[src/riot_pkg.sv]
// riot_pkg: operation codes, bus addresses and shared types of the interval timer
// no dependencies; imported by riot_timer and riot_interval_timer_top
`default_nettype none

package riot_pkg;

    typedef enum logic [1:0] {
        OP_TICK  = 2'd0,
        OP_READ  = 2'd1,
        OP_WRITE = 2'd2
    } op_t;

    typedef enum logic [1:0] {
        DIV_1    = 2'd0,
        DIV_8    = 2'd1,
        DIV_64   = 2'd2,
        DIV_1024 = 2'd3
    } div_sel_t;

    localparam logic [15:0] ADDR_PORT_A    = 16'h0280;
    localparam logic [15:0] ADDR_PORT_B    = 16'h0282;
    localparam logic [15:0] ADDR_TIMER     = 16'h0284;
    localparam logic [15:0] ADDR_LOAD_1    = 16'h0294;
    localparam logic [15:0] ADDR_LOAD_8    = 16'h0295;
    localparam logic [15:0] ADDR_LOAD_64   = 16'h0296;
    localparam logic [15:0] ADDR_LOAD_1024 = 16'h0297;

    localparam logic [7:0] READ_DEFAULT  = 8'hff;
    localparam logic [7:0] TIMER_RESET   = 8'hff;
    localparam logic [1:0] SUBCYCLE_MAX  = 2'd3;

    typedef struct packed {
        logic       underflow;
        logic [7:0] read_data;
    } riot_result_t;

    function automatic logic [10:0] divide_of(input div_sel_t sel);
        logic [10:0] d;
        unique case (sel)
            DIV_1:    d = 11'd1;
            DIV_8:    d = 11'd8;
            DIV_64:   d = 11'd64;
            DIV_1024: d = 11'd1024;
            default:  d = 11'd1024;
        endcase
        return d;
    endfunction

endpackage

`default_nettype wire

[src/riot_timer.sv]
// riot_timer: timer state (tick counter, prescaler, timer, underflow flag) and bus decode
// depends on riot_pkg; the result is combinational from the word being accepted
`default_nettype none

module riot_timer
    import riot_pkg::*;
#(
    parameter int unsigned TICKS_PER_CYCLE = 3
) (
    input  wire logic         aclk,
    input  wire logic         aresetn,
    input  wire logic         accept,
    input  wire logic [1:0]   func,
    input  wire logic [15:0]  address,
    input  wire logic [7:0]   write_data,
    input  wire logic [7:0]   port_a_pins,
    input  wire logic [7:0]   port_b_pins,
    output riot_result_t      result
);

    localparam logic [1:0] TICKS_LIM = TICKS_PER_CYCLE[1:0];

    logic [1:0]  subcycle_reg,  subcycle_next;
    logic [9:0]  prescale_reg,  prescale_next;
    div_sel_t    div_sel_reg,   div_sel_next;
    logic [7:0]  timer_reg,     timer_next;
    logic        underflow_reg, underflow_next;

    logic [1:0]  sub_inc;
    logic [10:0] presc_inc;
    logic [7:0]  timer_dec;
    logic [7:0]  rd;

    always_comb begin
        sub_inc   = (subcycle_reg == SUBCYCLE_MAX) ? SUBCYCLE_MAX : subcycle_reg + 2'd1;
        presc_inc = {1'b0, prescale_reg} + 11'd1;
        timer_dec = timer_reg - 8'd1;

        subcycle_next  = subcycle_reg;
        prescale_next  = prescale_reg;
        div_sel_next   = div_sel_reg;
        timer_next     = timer_reg;
        underflow_next = underflow_reg;
        rd             = 8'd0;

        unique case (func)
            OP_TICK: begin
                subcycle_next = sub_inc;
                if (sub_inc >= TICKS_LIM) begin
                    if (!underflow_reg) begin
                        subcycle_next = 2'd0;
                        if (presc_inc >= divide_of(div_sel_reg)) begin
                            prescale_next = 10'd0;
                            timer_next    = timer_dec;
                            if (timer_reg == 8'd0) begin
                                underflow_next = 1'b1;
                            end
                        end else begin
                            prescale_next = presc_inc[9:0];
                        end
                    end else begin
                        timer_next = timer_dec;
                    end
                end
            end
            OP_READ: begin
                priority if (address == ADDR_PORT_A) begin
                    rd = port_a_pins;
                end else if (address == ADDR_PORT_B) begin
                    rd = port_b_pins;
                end else if (address == ADDR_TIMER) begin
                    rd = timer_reg;
                end else begin
                    rd = READ_DEFAULT;
                end
            end
            OP_WRITE: begin
                if (address == ADDR_LOAD_1 || address == ADDR_LOAD_8 ||
                    address == ADDR_LOAD_64 || address == ADDR_LOAD_1024) begin
                    subcycle_next  = 2'd0;
                    prescale_next  = 10'd0;
                    timer_next     = write_data;
                    underflow_next = 1'b0;
                    div_sel_next   = div_sel_t'(address[1:0]);
                end
            end
            default: begin
            end
        endcase

        result.read_data = rd;
        result.underflow = underflow_next;
    end

    always_ff @(posedge aclk) begin
        if (!aresetn) begin
            subcycle_reg  <= 2'd0;
            prescale_reg  <= 10'd0;
            div_sel_reg   <= DIV_1024;
            timer_reg     <= TIMER_RESET;
            underflow_reg <= 1'b0;
        end else if (accept) begin
            subcycle_reg  <= subcycle_next;
            prescale_reg  <= prescale_next;
            div_sel_reg   <= div_sel_next;
            timer_reg     <= timer_next;
            underflow_reg <= underflow_next;
        end
    end

endmodule

`default_nettype wire

[src/riot_interval_timer_top.sv]
// riot_interval_timer_top: stream wrapper of the interval timer with a registered,
// skid-buffered result channel; depends on riot_pkg and riot_timer
//
// usage:
//   each input word is one operation: a color clock tick, a bus read or a bus write,
//   with the operation code on s_tuser and the bus fields and port pins on s_tdata
//   every accepted word yields exactly one result word on m_tdata: the read byte
//   (zero for ticks and writes) and the underflow flag as it stands after the operation
//   the result is registered in the output register, or in the skid register while the
//   output is held; one word per cycle is taken and delivered while m_tready stays high
//   s_tready depends only on the skid register, never on m_tready combinationally
//   when the receiver stalls, one more word is accepted into the skid register and
//   then s_tready drops until the output drains; timer state does not advance meanwhile
//   at reset (aresetn low, synchronous) the timer loads 0xff, divide 1024 is selected,
//   the counters and underflow flag clear and both output stages empty
//   TICKS_PER_CYCLE (1 to 3) sets how many ticks make one machine cycle
`default_nettype none

module riot_interval_timer_top
    import riot_pkg::*;
#(
    parameter int unsigned TICKS_PER_CYCLE = 3
) (
    input  wire logic        aclk,
    input  wire logic        aresetn,
    input  wire logic        s_tvalid,
    output logic             s_tready,
    input  wire logic [39:0] s_tdata,   // address[15:0], write_data, port_a_pins, port_b_pins
    input  wire logic [1:0]  s_tuser,   // func
    output logic             m_tvalid,
    input  wire logic        m_tready,
    output logic [15:0]      m_tdata    // read_data[7:0], underflow, zero fill
);

    logic         accept;
    logic         pop;
    riot_result_t result;

    logic         out_valid_reg,  out_valid_next;
    riot_result_t out_data_reg,   out_data_next;
    logic         skid_valid_reg, skid_valid_next;
    riot_result_t skid_data_reg,  skid_data_next;

    riot_timer #(
        .TICKS_PER_CYCLE(TICKS_PER_CYCLE)
    ) u_timer (
        .aclk        (aclk),
        .aresetn     (aresetn),
        .accept      (accept),
        .func        (s_tuser),
        .address     (s_tdata[15:0]),
        .write_data  (s_tdata[23:16]),
        .port_a_pins (s_tdata[31:24]),
        .port_b_pins (s_tdata[39:32]),
        .result      (result)
    );

    assign s_tready = !skid_valid_reg;
    assign accept   = s_tvalid && s_tready;
    assign pop      = out_valid_reg && m_tready;

    always_comb begin
        out_valid_next  = out_valid_reg;
        out_data_next   = out_data_reg;
        skid_valid_next = skid_valid_reg;
        skid_data_next  = skid_data_reg;
        if (accept) begin
            if (!out_valid_reg || pop) begin
                out_valid_next = 1'b1;
                out_data_next  = result;
            end else begin
                skid_valid_next = 1'b1;
                skid_data_next  = result;
            end
        end else if (pop) begin
            if (skid_valid_reg) begin
                out_data_next   = skid_data_reg;
                skid_valid_next = 1'b0;
            end else begin
                out_valid_next = 1'b0;
            end
        end
    end

    always_ff @(posedge aclk) begin
        if (!aresetn) begin
            out_valid_reg  <= 1'b0;
            skid_valid_reg <= 1'b0;
        end else begin
            out_valid_reg  <= out_valid_next;
            skid_valid_reg <= skid_valid_next;
        end
        out_data_reg  <= out_data_next;
        skid_data_reg <= skid_data_next;
    end

    assign m_tvalid = out_valid_reg;
    assign m_tdata  = {7'd0, out_data_reg.underflow, out_data_reg.read_data};

endmodule

`default_nettype wire
[config.mk]
export PLATFORM = sky130hd
export DESIGN_NAME = riot_interval_timer_top
export DESIGN_NICKNAME = d
export VERILOG_FILES = /design/src/riot_pkg.sv /design/src/riot_timer.sv /design/src/riot_interval_timer_top.sv
export SDC_FILE = /design/constraint.sdc
export NUM_CORES = 1
export LEC_CHECK = 0
export ABC_CLOCK_PERIOD_IN_PS = 2900
export BUFFER_PORTS_ARGS = -buffer_cell sky130_fd_sc_hd__buf_2
export CAP_MARGIN = 30
export CORE_ASPECT_RATIO = 1.2
export CORE_MARGIN = 4
export CORE_UTILIZATION = 49
export DETAILED_ROUTE_END_ITERATION = 12
export PLACE_DENSITY = 0.85
export SLEW_MARGIN = 25
export SYNTH_ARGS = -nofsm -noshare
export SYNTH_HDL_FRONTEND = slang
export SYNTH_SLANG_ARGS = --single-unit
[constraint.sdc]
create_clock -name aclk -period 2.9 [get_ports aclk]
set_clock_uncertainty 0.2 [all_clocks]
set_input_delay 0.87 -clock aclk [delete_from_list [all_inputs] [get_ports aclk]]
set_output_delay 0.87 -clock aclk [all_outputs]
set_load 0.1 [all_outputs]
======== Word-level counts from Yosys, hierarchy flattened ========
Cells that the tools add are included.
word-level totals
  flip-flop bits (word level) ............. 43
  bits of input ports ..................... 46
  output and inout port bits .............. 18
  logic and storage cells ................. 99
operators by class
  add/sub/neg operators ................... 3
  $lt $le $gt $ge ......................... 2
  equality and inequality tests ........... 20
  muxes and demuxes ....................... 40
  bitwise gates (word level) .............. 1
  reduce and logical (&&, ||, !) cells .... 22
operator list
  cell                     count
  $eq A16 B10 Y1 const B   7
  $mux W8                  8
  $pmux W11 S4             1
  $mux W10                 4
  $mux W9                  4
  $mux W11                 3
  $pmux W10 S2             1
  $pmux W8 S2              1
  $mux W1                  12
  $reduce_and A3 Y1        4
  $add A10 B1 Y11 const B  1
  $ge A11 B11 Y1           1
  $reduce_and A5 Y1        2
  $eq A2 B2 Y1 const B     4
  $logic_not A8 Y1         1
  $mux W2                  4
  $sub A8 B1 Y8 const B    1
  $ne A2 B1 Y1 const B     3
  $ne A2 B2 Y1 const B     3
  $reduce_bool A2 Y1       3
  $eq A2 B1 Y1 const B     2
  $logic_not A2 Y1         2
  $logic_or A1 B1 Y1       4
  $pmux W2 S2              1
  8 further kinds          11

======== Longest topological paths before layout ========
Gate-level depths: netlist (run 1).
  depth after elaboration ................. 12
  depth in mapped cells ................... 12
  mapped depth without buffers ............ 12

======== Cells and area by module ========
From an unflattened synthesis (run 1), not the netlist that was laid out.
second synthesis, totals
  cell total of the unflattened synthesis .. 286
  area, all modules ....................... 2642.5 µm²
by module, submodules not included
  module                   instances  cells an instance  area each (µm²)  sequential area each (µm²)
  riot_timer               1          235                1788.0           460.4
  riot_interval_timer_top  1          51                 854.6            580.6

======== Worst setup path before layout (run 1) ========
No wires, ideal clock.
  path type ............................... register -> register
  from .................................... register u_timer.prescale_reg[0]
  to ...................................... register out_data_reg, in the netlist m_tdata[8] (data pin)
  setup time .............................. 0.260 ns
  data arrival time ....................... 2.500 ns
  data required time ...................... 2.440 ns
  path slack .............................. -0.060 ns
  cell stages (with the launch flop) ...... 11
  path buffers ............................ 0
  period minus slack after synthesis ...... 2.960 ns
  cell sequence ........................... dfxtp_1 -> ha_1 -> and3_1 -> and3_1 -> nor2b_1 -> or2_2 -> ha_1 -> a2111oi_4 -> a31oi_2 -> a21o_1 -> mux2_2
RTL lines
  what                    line                           source
  from (decl)             riot_timer.sv:24               logic [9:0] prescale_reg, prescale_next;
  from (signal assigned)  riot_timer.sv:104              prescale_reg <= prescale_next;
  to (signal assigned)    riot_interval_timer_top.sv:93  out_data_reg <= out_data_next;
  to (decl)               riot_interval_timer_top.sv:40  riot_result_t out_data_reg, out_data_next;

==> impl_results.md, run 1 <==
- Number of clock sinks: 43
- Hold_ws: 0.304 ns
- CTS tree: done
- Final worst path period need: 2.92 ns
- Slew @ Worst Pin: 0.756 ns
- Syn Area/Cell: 8.71 sq um
- Synth-to-Final Area Change: 24.5%
- Max frequency: 343 MHz
- Synth warn: 0
- Vias: 2740
- Initial Util: 0.503
- Hold Startpoint: u_timer.underflow_reg$_SDFFE_PN0P_
- Fraction of registers with async set/reset: 0
- WS Path Type: flip-flop to flip-flop
- Fin cells: 445
- Worst-path fanout max: 4
- Mapped Cells: 306
- Synth top area share: 0.203
- Die area: 6690 sq um
- # diodes: 0
- CTS clk-pin slew, worst paths: 0.08 ns
- Initial antenna violation count: 0
- Largest net degree at the start of global routing: 20
- DR pass1 iterations: 6
- Most frequent cell after synthesis: nor2_1
- CP Capture Type: flip-flop
- Hold Path Class: flip-flop to flip-flop
- All-Layer GR Usage: 0.210
- Final wirelength: 7.25 mm
- R2R depth: 10
- Synth cell types: 63
- Setup TNS: -0.0243 ns
- Synth top cells by count: nor2_1 (37), nand2_1 (33), dfxtp_1 (25)
- Relative slew slack: 0.492
- Vias per Instance: 6.16
- CTS root buf: clkbuf_8
- VDD IR max: 0.240 mV
- Row count: 29
- Post-synth top area cell: edfxtp_1
- Synthesized flop and latch total: 43
- Sequential element share of the synthesized area: 0.391
- Port Buf Inserts: 56
- Met1 usage: 0.265
- Die width: 75.3 microns
- Status: finished, violations left
- Core Box Area: 5300 sq um
- Share of cells above drive strength 1: 0.308
- Part of the cycle the worst path needs: 1.01
- Unrepaired setup endpoints after global routing: true
- Vias in the first global route: 2485
- RePlAce Congestion: 0.877
- Placed Instances: 434
- Worst endpoint required time: 2.75 ns
- Final Hold Vio Count: 0
- Hold Crit Depth: 2
- LEAKAGE: 1.37 nW
- Antenna viol nets, final: 0
- H-tree levels: 2
- Clk Latency, worst-skew pair: 0.30 ns
- GR peak layer: met2
- Detailed-route wire length per cell: 16.3 microns
- Met2 Use GR: 0.344
- EDFF count, synth: 18
- Fill count: 438
- Boundary pin count: 64
- Reg2Reg Capture Point: m_tdata[8]$_DFFE_PP_
- Setup WS post-layout: -0.0152 ns
- Setup crit start kind: flip-flop
- Failing checks: negative setup slack
- Initial drt markers: 298
- # setup viols final: 2
- Detailed placement HPWL: 5.34 mm
- Hold path endpoint: u_timer.underflow_reg$_SDFFE_PN0P_
- Max Root-Sink Buffers: 2
- Grt ovf: 0
- Ys flop type: dfxtp_1
- Power Total: 1.47 mW
- Max Slew Vio Count: 0
- Max-cap viol count: 0
- RR Startpoint: u_timer.prescale_reg[1]$_SDFFE_PN0P_
- First-pass GRT wire length: 10.9 mm
- Grt met3 use: 0.0477
- Synth Cell Area: 2670 sq um
- Top cells by area, synth: edfxtp_1 (20%), dfxtp_1 (19%), nor2_1 (5.2%)
- Crit path DAT: 2.77 ns
- DIE HEIGHT: 88.8 microns
- Layout Utilization: 0.626
- Final net count: 434
- DRC viols: 0
- Reg2reg setup slack: -0.02 ns
- Power density over the cells: 444 nW/um^2
- CTS buffer count: 5
- Hold_buf cts: 0
- Max FFs per register: 10
per-stage QoR:
stage                     setup WS, ns  instance area, sq um
after global routing           -0.0696                  3320
after floorplan                0.00709                  2700
final                          -0.0152                  3320
after global placement          0.0383                  3120
after detailed placement       -0.0851                  3120
after CTS                     0.000197                  3260
routing by layer:
metal  routed length, microns  up-vias
met1                     2820     1262
met5                        0        -
met4                      231        0
li1                         -     1297
met2                     3520      152
met3                      682       29
layout by cell type, fill, tap and decap left out, drive strengths merged, types with 2 or more instances in the layout:
cell type / instances
mux2: 2
inv: 8
or3b: 2
a221o: 6
nand3: 10
nand2: 33
dfxtp: 25
nor4: 4
o2111ai: 3
edfxtp: 18
or4: 2
nand3b: 2
bufinv: 2
conb: 7
nor2b: 5
o221ai: 7
and4: 2
nor4b: 3
o31ai: 8
ha: 6
a31oi: 8
clkbuf: 6
nor2: 39
nand2b: 4
and3b: 2
o21ai: 12
a211oi: 3
nand4: 5
a21oi: 23
nand4b: 2
and3: 9
and2: 3
buf: 82
nor3: 16
what timing repair did:
| item | CTS | global route |
|---|---|---|
| setup endpoints to repair | 13 | 16 |
| gates cloned | 0 | 0 |
| pin swaps | 2 | 6 |
| setup buffers | 0 | 3 |
| resized for setup | 2 | 9 |
critical path: stages (launching register included):
cell and delay [ns]:
dfxtp_2 0.34, ha_4 0.16, and3_4 0.18, and3_4 0.18, nor2b_4 0.13, or2_4 0.26, ha_4 0.16, a2111oi_4 0.41
a31oi_2 0.16, a21o_1 0.23, mux2_4 0.26
kinds of logic (layout without fill, tap and decap cells):
| kind of cell | after synthesis | after routing | share of synthesized area |
|---|---|---|---|
| buffers and inverters | 27 | 98 | 0.0545 |
| AO/OA/AOI/OAI | 79 | 79 | 0.219 |
| adder cells (fa/ha/maj) | 6 | 6 | 0.0282 |
| multiplexers | 2 | 2 | 0.00845 |
| XOR/XNOR | 1 | 1 | 0.00329 |
| flip-flops | 43 | 43 | 0.391 |
| AND/OR/NAND/NOR | 147 | 147 | 0.294 |
| other | 1 | 7 | 0.00141 |
cell type report:
type	count	area, sq um	share of cell area
clock buffer	6	72.6	0.0219
clock inverter	2	60.1	0.0181
inverter	8	30.0	0.00905
multi-input combinational	242	1560	0.470
sequential	43	1040	0.314
tap	62	77.6	0.0234
timing repair buffer	82	475	0.143
worst max-delay path by stage:
stage	slack, ns	startpoint	end	depth (start not counted)
3_3_place_gp	0.04	u_timer.prescale_reg[1]$_SDFFE_PN0P_	m_tdata[8]$_DFFE_PP_	10
2_1_floorplan	0.007	u_timer.prescale_reg[1]$_SDFFE_PN0P_	m_tdata[8]$_DFFE_PP_	10
4_1_cts	0.0002	u_timer.prescale_reg[1]$_SDFFE_PN0P_	u_timer.prescale_reg[0]$_SDFFE_PN0P_	11
6_report	-0.02	u_timer.prescale_reg[1]$_SDFFE_PN0P_	m_tdata[8]$_DFFE_PP_	10
3_5_place_dp	-0.09	u_timer.prescale_reg[1]$_SDFFE_PN0P_	u_timer.prescale_reg[0]$_SDFFE_PN0P_	11
5_1_grt	-0.07	u_timer.prescale_reg[1]$_SDFFE_PN0P_	u_timer.prescale_reg[0]$_SDFFE_PN0P_	11
power by group:
part | switching (mW) | internal, mW
Sequential | 0.00681 | 0.649
Combinational | 0.200 | 0.0580
Clock | 0.216 | 0.344
Total | 0.423 | 1.05
(Power assumes the default switching activity.)
==> run 2, diff against run 1 <==
--- a/config.mk
+++ b/config.mk
@@ -10,9 +10,11 @@
 export CAP_MARGIN = 30
 export CORE_ASPECT_RATIO = 1.2
 export CORE_MARGIN = 4
-export CORE_UTILIZATION = 49
+export CORE_UTILIZATION = 50
+export CTS_BUF_LIST = sky130_fd_sc_hd__clkbuf_4 sky130_fd_sc_hd__clkbuf_8
 export DETAILED_ROUTE_END_ITERATION = 12
-export PLACE_DENSITY = 0.85
+export MAX_ROUTING_LAYER = met4
+export PLACE_DENSITY = 0.86
 export SLEW_MARGIN = 25
 export SYNTH_ARGS = -nofsm -noshare
 export SYNTH_HDL_FRONTEND = slang
==> run 2 against run 1 <==
  * The flow now finishes without violations
  * Setup slack better by 0.046 ns
  * Global-route usage is 1.8 points higher
  * Maximum frequency is 1.6% higher
  * Sequential power hardly changed
  * Worst hold slack better by 0.015 ns
  * Clock-buffer cell count is 1 lower
  * Cell area is 0.23% lower
  * Via count is 1.4% lower
  * Critical path depth stayed put
  * Clock power is 15% lower
  * Largest cell class unchanged
==> impl_results.md, run 2 (synthesized netlist as in run 1, its figures left out) <==
- Status: completed
- Clk Latency, worst-skew pair: 0.31 ns (about the same)
- Grt ovf: 0 (unchanged)
- Max Slew Vio Count: 0 (unchanged)
- Boundary pin count: 64 (unchanged)
- Critical Path Max Stage Delay: 0.36 ns (-0.05 ns)
- Final worst path period need: 2.87 ns (-0.0461 ns)
- Most common cell after layout, fill and taps aside: buf_2
- Part of the cycle the worst path needs: 0.989 (-0.0159)
- Setup Buffers After CTS: 0 (unchanged)
- Reg2reg setup slack: 0.03 ns (+0.05 ns)
- Relative slew slack: 0.532 (+0.0395)
- Max-cap viol count: 0 (unchanged)
- LEAKAGE: 1.36 nW (-0.96%)
- Reg2Reg Capture Point: m_tdata[8]$_DFFE_PP_
- Worst-path fanout max: 4 (unchanged)
- Crit path launch: u_timer.prescale_reg[1]$_SDFFE_PN0P_
- Initial antenna violation count: 0 (unchanged)
- All-Layer GR Usage: 0.228 (+0.0176)
- CTS buffer count: 5 (unchanged)
- Final Hold Vio Count: 0 (unchanged)
- Final wirelength: 7.09 mm (-2.3%)
- Most frequent cells in the layout: buf_2 (56), nor2_1 (37), nand2_1 (33)
- Detailed placement HPWL: 5.37 mm (+0.42%)
- R2R depth: 10 (unchanged)
- Hold_buf cts: 0 (unchanged)
- Synth-to-Final Area Change: 24.2%
- Setup crit start kind: flip-flop
- RR Startpoint: u_timer.prescale_reg[1]$_SDFFE_PN0P_
- Die area: 6570 sq um (-1.8%)
- Power density over the cells: 420 nW/um^2 (-5.5%)
- VDD IR max: 0.229 mV (-4.5%)
- Largest net degree at the start of global routing: 20 (unchanged)
- Vias: 2703 (-1.4%)
- CTS root buf: clkbuf_8
- Power Total: 1.39 mW (-5.7%)
- # diodes: 0 (unchanged)
- Initial drt markers: 310 (+4.0%)
- CP Capture Type: flip-flop
- Max frequency: 349 MHz (+1.6%)
- Vias per Instance: 6.12 (-0.68%)
- Antenna viol nets, final: 0 (unchanged)
- Unrepaired setup endpoints after global routing: true
- Crit path DAT: 2.73 ns (-0.04 ns)
- CTS tree: done
- Initial Util: 0.528 (+0.0252)
- CP max stage cell: a2111oi_4
- Port Buf Inserts: 56 (unchanged)
- Max FFs per register: 10 (unchanged)
- First-pass GRT wire length: 11.3 mm (+3.3%)
- Cell Chain, Critical Path: ha_4 > and3_4 > and3_4 > nor2b_4 > or2_4 > ha_4 > a2111oi_4 > a31oi_2 > a21o_1 > mux2_4
- Final net count: 433 (-0.23%)
- Core Box Area: 5040 sq um (-4.8%)
- Slew @ Worst Pin: 0.697 ns (-0.0588 ns)
- Fill count: 422 (-3.7%)
- DR pass1 iterations: 5 (-1)
- Number of clock sinks: 43 (unchanged)
- RePlAce Congestion: 0.891 (+1.6%)
- Hold Path Class: flip-flop to flip-flop
- H-tree levels: 2 (unchanged)
- Crit path to: m_tdata[8]$_DFFE_PP_
- Share of cells above drive strength 1: 0.306 (-0.00181)
- # setup viols final: 0 (-2)
- DIE HEIGHT: 88.0 microns (-0.92%)
- Die width: 74.6 microns (-0.90%)
- Layout Utilization: 0.656 (+0.0299)
- DRC viols: 0 (unchanged)
- Detailed-route wire length per cell: 16.0 microns (-1.6%)
- Worst endpoint required time: 2.76 ns (about the same)
- Row count: 28 (-3.4%)
- CTS clk-pin slew, worst paths: 0.08 ns (about the same)
- Vias in the first global route: 2522 (+1.5%)
- Max Root-Sink Buffers: 2 (unchanged)
- WS Path Type: flip-flop to flip-flop
==> run 2: cell type report <==
class	instances	area (sq um)	area share
Clock buffer	5	68.8	0.0208
Sequential cell	43	1040	0.315
Timing Repair Buffer	81	484	0.146
Tap cell	60	75.1	0.0227
Multi-Input combinational cell	242	1570	0.473
Inverter	8	30.0	0.00907
Clock inverter	3	43.8	0.0132
==> run 2: where the power goes <==
part,leakage [nW],switching [mW],internal [mW]
combinational,0.924,0.201,0.0578
clock,0.0581,0.220,0.257
sequential,0.375,0.00637,0.649
total,1.36,0.427,0.964
==> run 2: worst min-delay path by stage <==
stage / startpoint / cells after the start / to
2_1_floorplan: u_timer.subcycle_reg[1]$_SDFFE_PN0P_ / 2 / u_timer.subcycle_reg[1]$_SDFFE_PN0P_
3_3_place_gp: u_timer.subcycle_reg[1]$_SDFFE_PN0P_ / 2 / u_timer.subcycle_reg[1]$_SDFFE_PN0P_
3_5_place_dp: u_timer.subcycle_reg[0]$_SDFFE_PN0P_ / 2 / u_timer.subcycle_reg[0]$_SDFFE_PN0P_
4_1_cts: u_timer.subcycle_reg[0]$_SDFFE_PN0P_ / 2 / u_timer.subcycle_reg[0]$_SDFFE_PN0P_
5_1_grt: u_timer.subcycle_reg[0]$_SDFFE_PN0P_ / 2 / u_timer.subcycle_reg[0]$_SDFFE_PN0P_
6_report: u_timer.subcycle_reg[0]$_SDFFE_PN0P_ / 2 / u_timer.subcycle_reg[0]$_SDFFE_PN0P_
==> run 2: routing by layer <==
metal / vias to the layer above / routed length [microns] / GRT usage
met5: - / 0 / -
met4: 0 / 172 / 0.0939
met3: 17 / 658 / 0.0436
met2: 159 / 3470 / 0.376
met1: 1239 / 2790 / 0.269
li1: 1288 / - / -
==> run 2: worst max-delay path: cells and delay by family (launching register included) <==
kind	cells	cell delay (ns)
multiplexers	1	0.26
flip-flops	1	0.34
AND/OR/NAND/NOR	4	0.74
adder cells (fa/ha/maj)	2	0.31
AO/OA/AOI/OAI	3	0.77
==> run 2: what timing repair did <==
item                                    4_1_cts  5_1_grt
gates resized for setup                       1       10
pin swaps                                     1        5
endpoints found under the setup margin       10       16
==> run 2: metrics by stage <==
step / setup TNS, ns / area (sq um) / worst slack (ns) / std cells / hold slack [ns]
5_1_grt: -0.0416 / 3310 / -0.0346 / 442 / 0.332
4_1_cts: 0 / 3260 / 0.0341 / 442 / 0.312
3_5_place_dp: -0.0902 / 3140 / -0.0294 / 434 / 0.297
6_report: 0 / 3310 / 0.0309 / 442 / 0.319
2_1_floorplan: 0 / 2700 / 0.00709 / 312 / 0.242
3_3_place_gp: 0 / 3140 / 0.0319 / 434 / 0.261
==> run 3, diff against run 2 <==
--- a/config.mk
+++ b/config.mk
@@ -6,15 +6,15 @@
 export NUM_CORES = 1
 export LEC_CHECK = 0
 export ABC_CLOCK_PERIOD_IN_PS = 2900
-export BUFFER_PORTS_ARGS = -buffer_cell sky130_fd_sc_hd__buf_2
+export BUFFER_PORTS_ARGS = -buffer_cell sky130_fd_sc_hd__buf_4
 export CAP_MARGIN = 30
 export CORE_ASPECT_RATIO = 1.2
 export CORE_MARGIN = 4
-export CORE_UTILIZATION = 50
+export CORE_UTILIZATION = 45
 export CTS_BUF_LIST = sky130_fd_sc_hd__clkbuf_4 sky130_fd_sc_hd__clkbuf_8
 export DETAILED_ROUTE_END_ITERATION = 12
 export MAX_ROUTING_LAYER = met4
-export PLACE_DENSITY = 0.86
+export PLACE_DENSITY = 0.8
 export SLEW_MARGIN = 25
 export SYNTH_ARGS = -nofsm -noshare
 export SYNTH_HDL_FRONTEND = slang
==> run 3 against run 2 <==
  * Die area is 10% higher
  * Non-clock buffer count increased by 8
  * Sequential cell count unchanged
  * Setup slack gained 0.017 ns
  * Final cell count rose by 6.3%
  * Power decreased by 2.9%
  * Clock-buffer cell count did not move
  * Combinational power grew 9.7%
  * Critical endpoint is now u_timer.prescale_reg[0]$_SDFFE_PN0P_
==> impl_results.md, run 3 (synthesized netlist as in run 1, its figures left out) <==
- Setup crit start kind: flip-flop
- Boundary pin count: 64 (unchanged)
- Initial antenna violation count: 0 (unchanged)
- Port Buf Inserts: 56 (unchanged)
- Synth-to-Final Area Change: 32.5%
- # setup viols final: 0 (unchanged)
- Most common cell after layout, fill and taps aside: buf_4
- Worst endpoint required time: 2.94 ns (+0.18 ns)
- Max frequency: 351 MHz (+0.61%)
- Die area: 7220 sq um (+10%)
- Clock power frac: 0.303 (-0.040)
- Setup WS post-layout: 0.0483 ns (+0.0174 ns)
- Final Instance Area: 3530 sq um (+6.7%)
- Largest net degree at the start of global routing: 20 (unchanged)
- Post-place setup slack: -0.0443 ns (-0.0149 ns)
- DR pass1 iterations: 4 (-1)
- Final net count: 441 (+1.8%)
- Max-cap viol count: 0 (unchanged)
- Status: completed
- VDD IR max: 0.188 mV (-18%)
- DIE HEIGHT: 92.3 microns (+4.9%)
- Share of cells above drive strength 1: 0.331 (+0.0245)
- CTS buffer count: 5 (unchanged)
- Slew @ Worst Pin: 0.739 ns (+0.0412 ns)
- Detailed-route wire length per cell: 16.3 microns (+1.7%)
- # diodes: 0 (unchanged)
- All-Layer GR Usage: 0.217 (-0.0107)
- Vias in the first global route: 2667 (+5.7%)
- Internal: 0.904 mW (-6.1%)
- H-tree levels: 2 (unchanged)
- Grt ovf: 0 (unchanged)
- Detailed placement HPWL: 5.60 mm (+4.4%)
- Die width: 78.3 microns (+4.8%)
- Max Root-Sink Buffers: 2 (unchanged)
- CP Capture Type: flip-flop
- Hold Startpoint: u_timer.subcycle_reg[1]$_SDFFE_PN0P_
- Clk Latency, worst-skew pair: 0.31 ns (about the same)
- Max Slew Vio Count: 0 (unchanged)
- Reg2Reg Capture Point: u_timer.prescale_reg[0]$_SDFFE_PN0P_
- Reg power frac: 0.487 (+0.016)
- Worst-path fanout max: 5 (+1)
- Final wirelength: 7.67 mm (+8.2%)
- Row count: 30 (+7.1%)
- Final Hold Vio Count: 0 (unchanged)
- Placed inst area: 3330 sq um (+6.0%)
- Reg2reg setup slack: 0.05 ns (+0.02 ns)
- Part of the cycle the worst path needs: 0.983 (-0.00598)
- WS Path Type: flip-flop to flip-flop
- Antenna viol nets, final: 0 (unchanged)
- Unrepaired setup endpoints after global routing: true
- First-pass GRT wire length: 12.2 mm (+8.1%)
- CTS clk-pin slew, worst paths: 0.09 ns (about the same)
- Layout Utilization: 0.619 (-0.0372)
- Hold_ws: 0.293 ns (-0.0265 ns)
- Sw Share: 0.330 (+0.0228)
- Number of clock sinks: 43 (unchanged)
- LEAKAGE: 1.42 nW (+4.6%)
- Most frequent cells in the layout: buf_4 (87), nor2_1 (36), nand2_1 (32)
- Crit path DAT: 2.90 ns (+0.17 ns)
- Vias per Instance: 5.84 (-4.6%)
- Crit path to: u_timer.prescale_reg[0]$_SDFFE_PN0P_
- Core Box Area: 5710 sq um (+13%)
- RR Startpoint: u_timer.prescale_reg[0]$_SDFFE_PN0P_
- Fin cells: 470 (+6.3%)
- Placed Instances: 457 (+5.3%)
- Final worst path period need: 2.85 ns (-0.0174 ns)
- Power density over the cells: 382 nW/um^2 (-9.0%)
- Initial Util: 0.467 (-0.0612)
- Vias: 2743 (+1.5%)
- CTS tree: done
- Relative slew slack: 0.504 (-0.0277)
- DRC viols: 0 (unchanged)
- CTS root buf: clkbuf_8
- RePlAce Congestion: 0.926 (+3.9%)
- Psw: 0.445 mW (+4.3%)
- Hold Path Class: flip-flop to flip-flop
- Combinational power share: 0.210 (+0.024)
- Setup TNS: 0 ns (unchanged)
- R2R depth: 11 (+1)
- Crit path launch: u_timer.prescale_reg[0]$_SDFFE_PN0P_
- Hold_buf cts: 0 (unchanged)
- Power Total: 1.35 mW (-2.9%)
- Initial drt markers: 250 (-19%)
- Max FFs per register: 10 (unchanged)
-- run 3: cell types whose count changed in the layout (fill, tap and decap cells not counted), sizes merged --
cell      before  now
clkinv         2    0
clkinvlp       0    2
bufinv         1    0
buf           81   89
inv            8    9
-- run 3: power groups by stage --
| stage | Combinational (mW) | Clock, mW | Sequential, mW |
|---|---|---|---|
| after global routing | 0.298 | 0.434 | 0.659 |
| final | 0.284 | 0.409 | 0.657 |
| after CTS | 0.283 | 0.410 | 0.657 |
| after detailed placement | 0.282 | 0 | 0.671 |
| after floorplan | 0.108 | 0 | 0.756 |
| after global placement | 0.278 | 0 | 0.670 |
-- run 3: worst max-delay path: stages, from the launching register on --
cell	delay, ns
dfxtp_2	0.34
ha_4	0.15
and3_4	0.19
and3_4	0.16
nor2b_4	0.13
or2_4	0.26
ha_4	0.16
a2111oi_4	0.37
a31oi_2	0.15
buf_4	0.17
or3b_1	0.37
a21oi_1	0.14
-- run 3: area by class of cell --
type,count,area (sq um)
Fill cell,463,2170
Multi-Input combinational cell,242,1580
Sequential cell,43,1040
Timing Repair Buffer,89,684
Tap cell,80,100
Clock buffer,5,68.8
Inverter,8,30.0
Clock inverter,3,23.8
-- run 3: how the worst min path moves through the flow --
| stage | to | slack, ns | cells after the start |
|---|---|---|---|
| 3_3_place_gp | u_timer.subcycle_reg[1]$_SDFFE_PN0P_ | 0.26 | 2 |
| 5_1_grt | u_timer.subcycle_reg[1]$_SDFFE_PN0P_ | 0.35 | 2 |
| 6_report | u_timer.subcycle_reg[1]$_SDFFE_PN0P_ | 0.29 | 2 |
| 4_1_cts | u_timer.subcycle_reg[1]$_SDFFE_PN0P_ | 0.30 | 2 |
| 2_1_floorplan | u_timer.subcycle_reg[1]$_SDFFE_PN0P_ | 0.24 | 2 |
| 3_5_place_dp | u_timer.subcycle_reg[1]$_SDFFE_PN0P_ | 0.28 | 2 |
-- run 3: per-layer routing --
layer | GRT usage | part of all wire | vias to the layer above
met2 | 0.352 | 0.50 | 131
met3 | 0.0350 | 0.081 | 27
met1 | 0.262 | 0.39 | 1278
met4 | 0.108 | 0.031 | 0
met5 | - | 0 | -
li1 | - | - | 1307
-- run 3: timing repair --
action / 4_1_cts / 5_1_grt
endpoints found under the hold margin: 0 / 0
buffers inserted: 0 / 5
gates resized for setup: 3 / 13
pin swaps: 1 / 8
endpoints found under the setup margin: 14 / 19
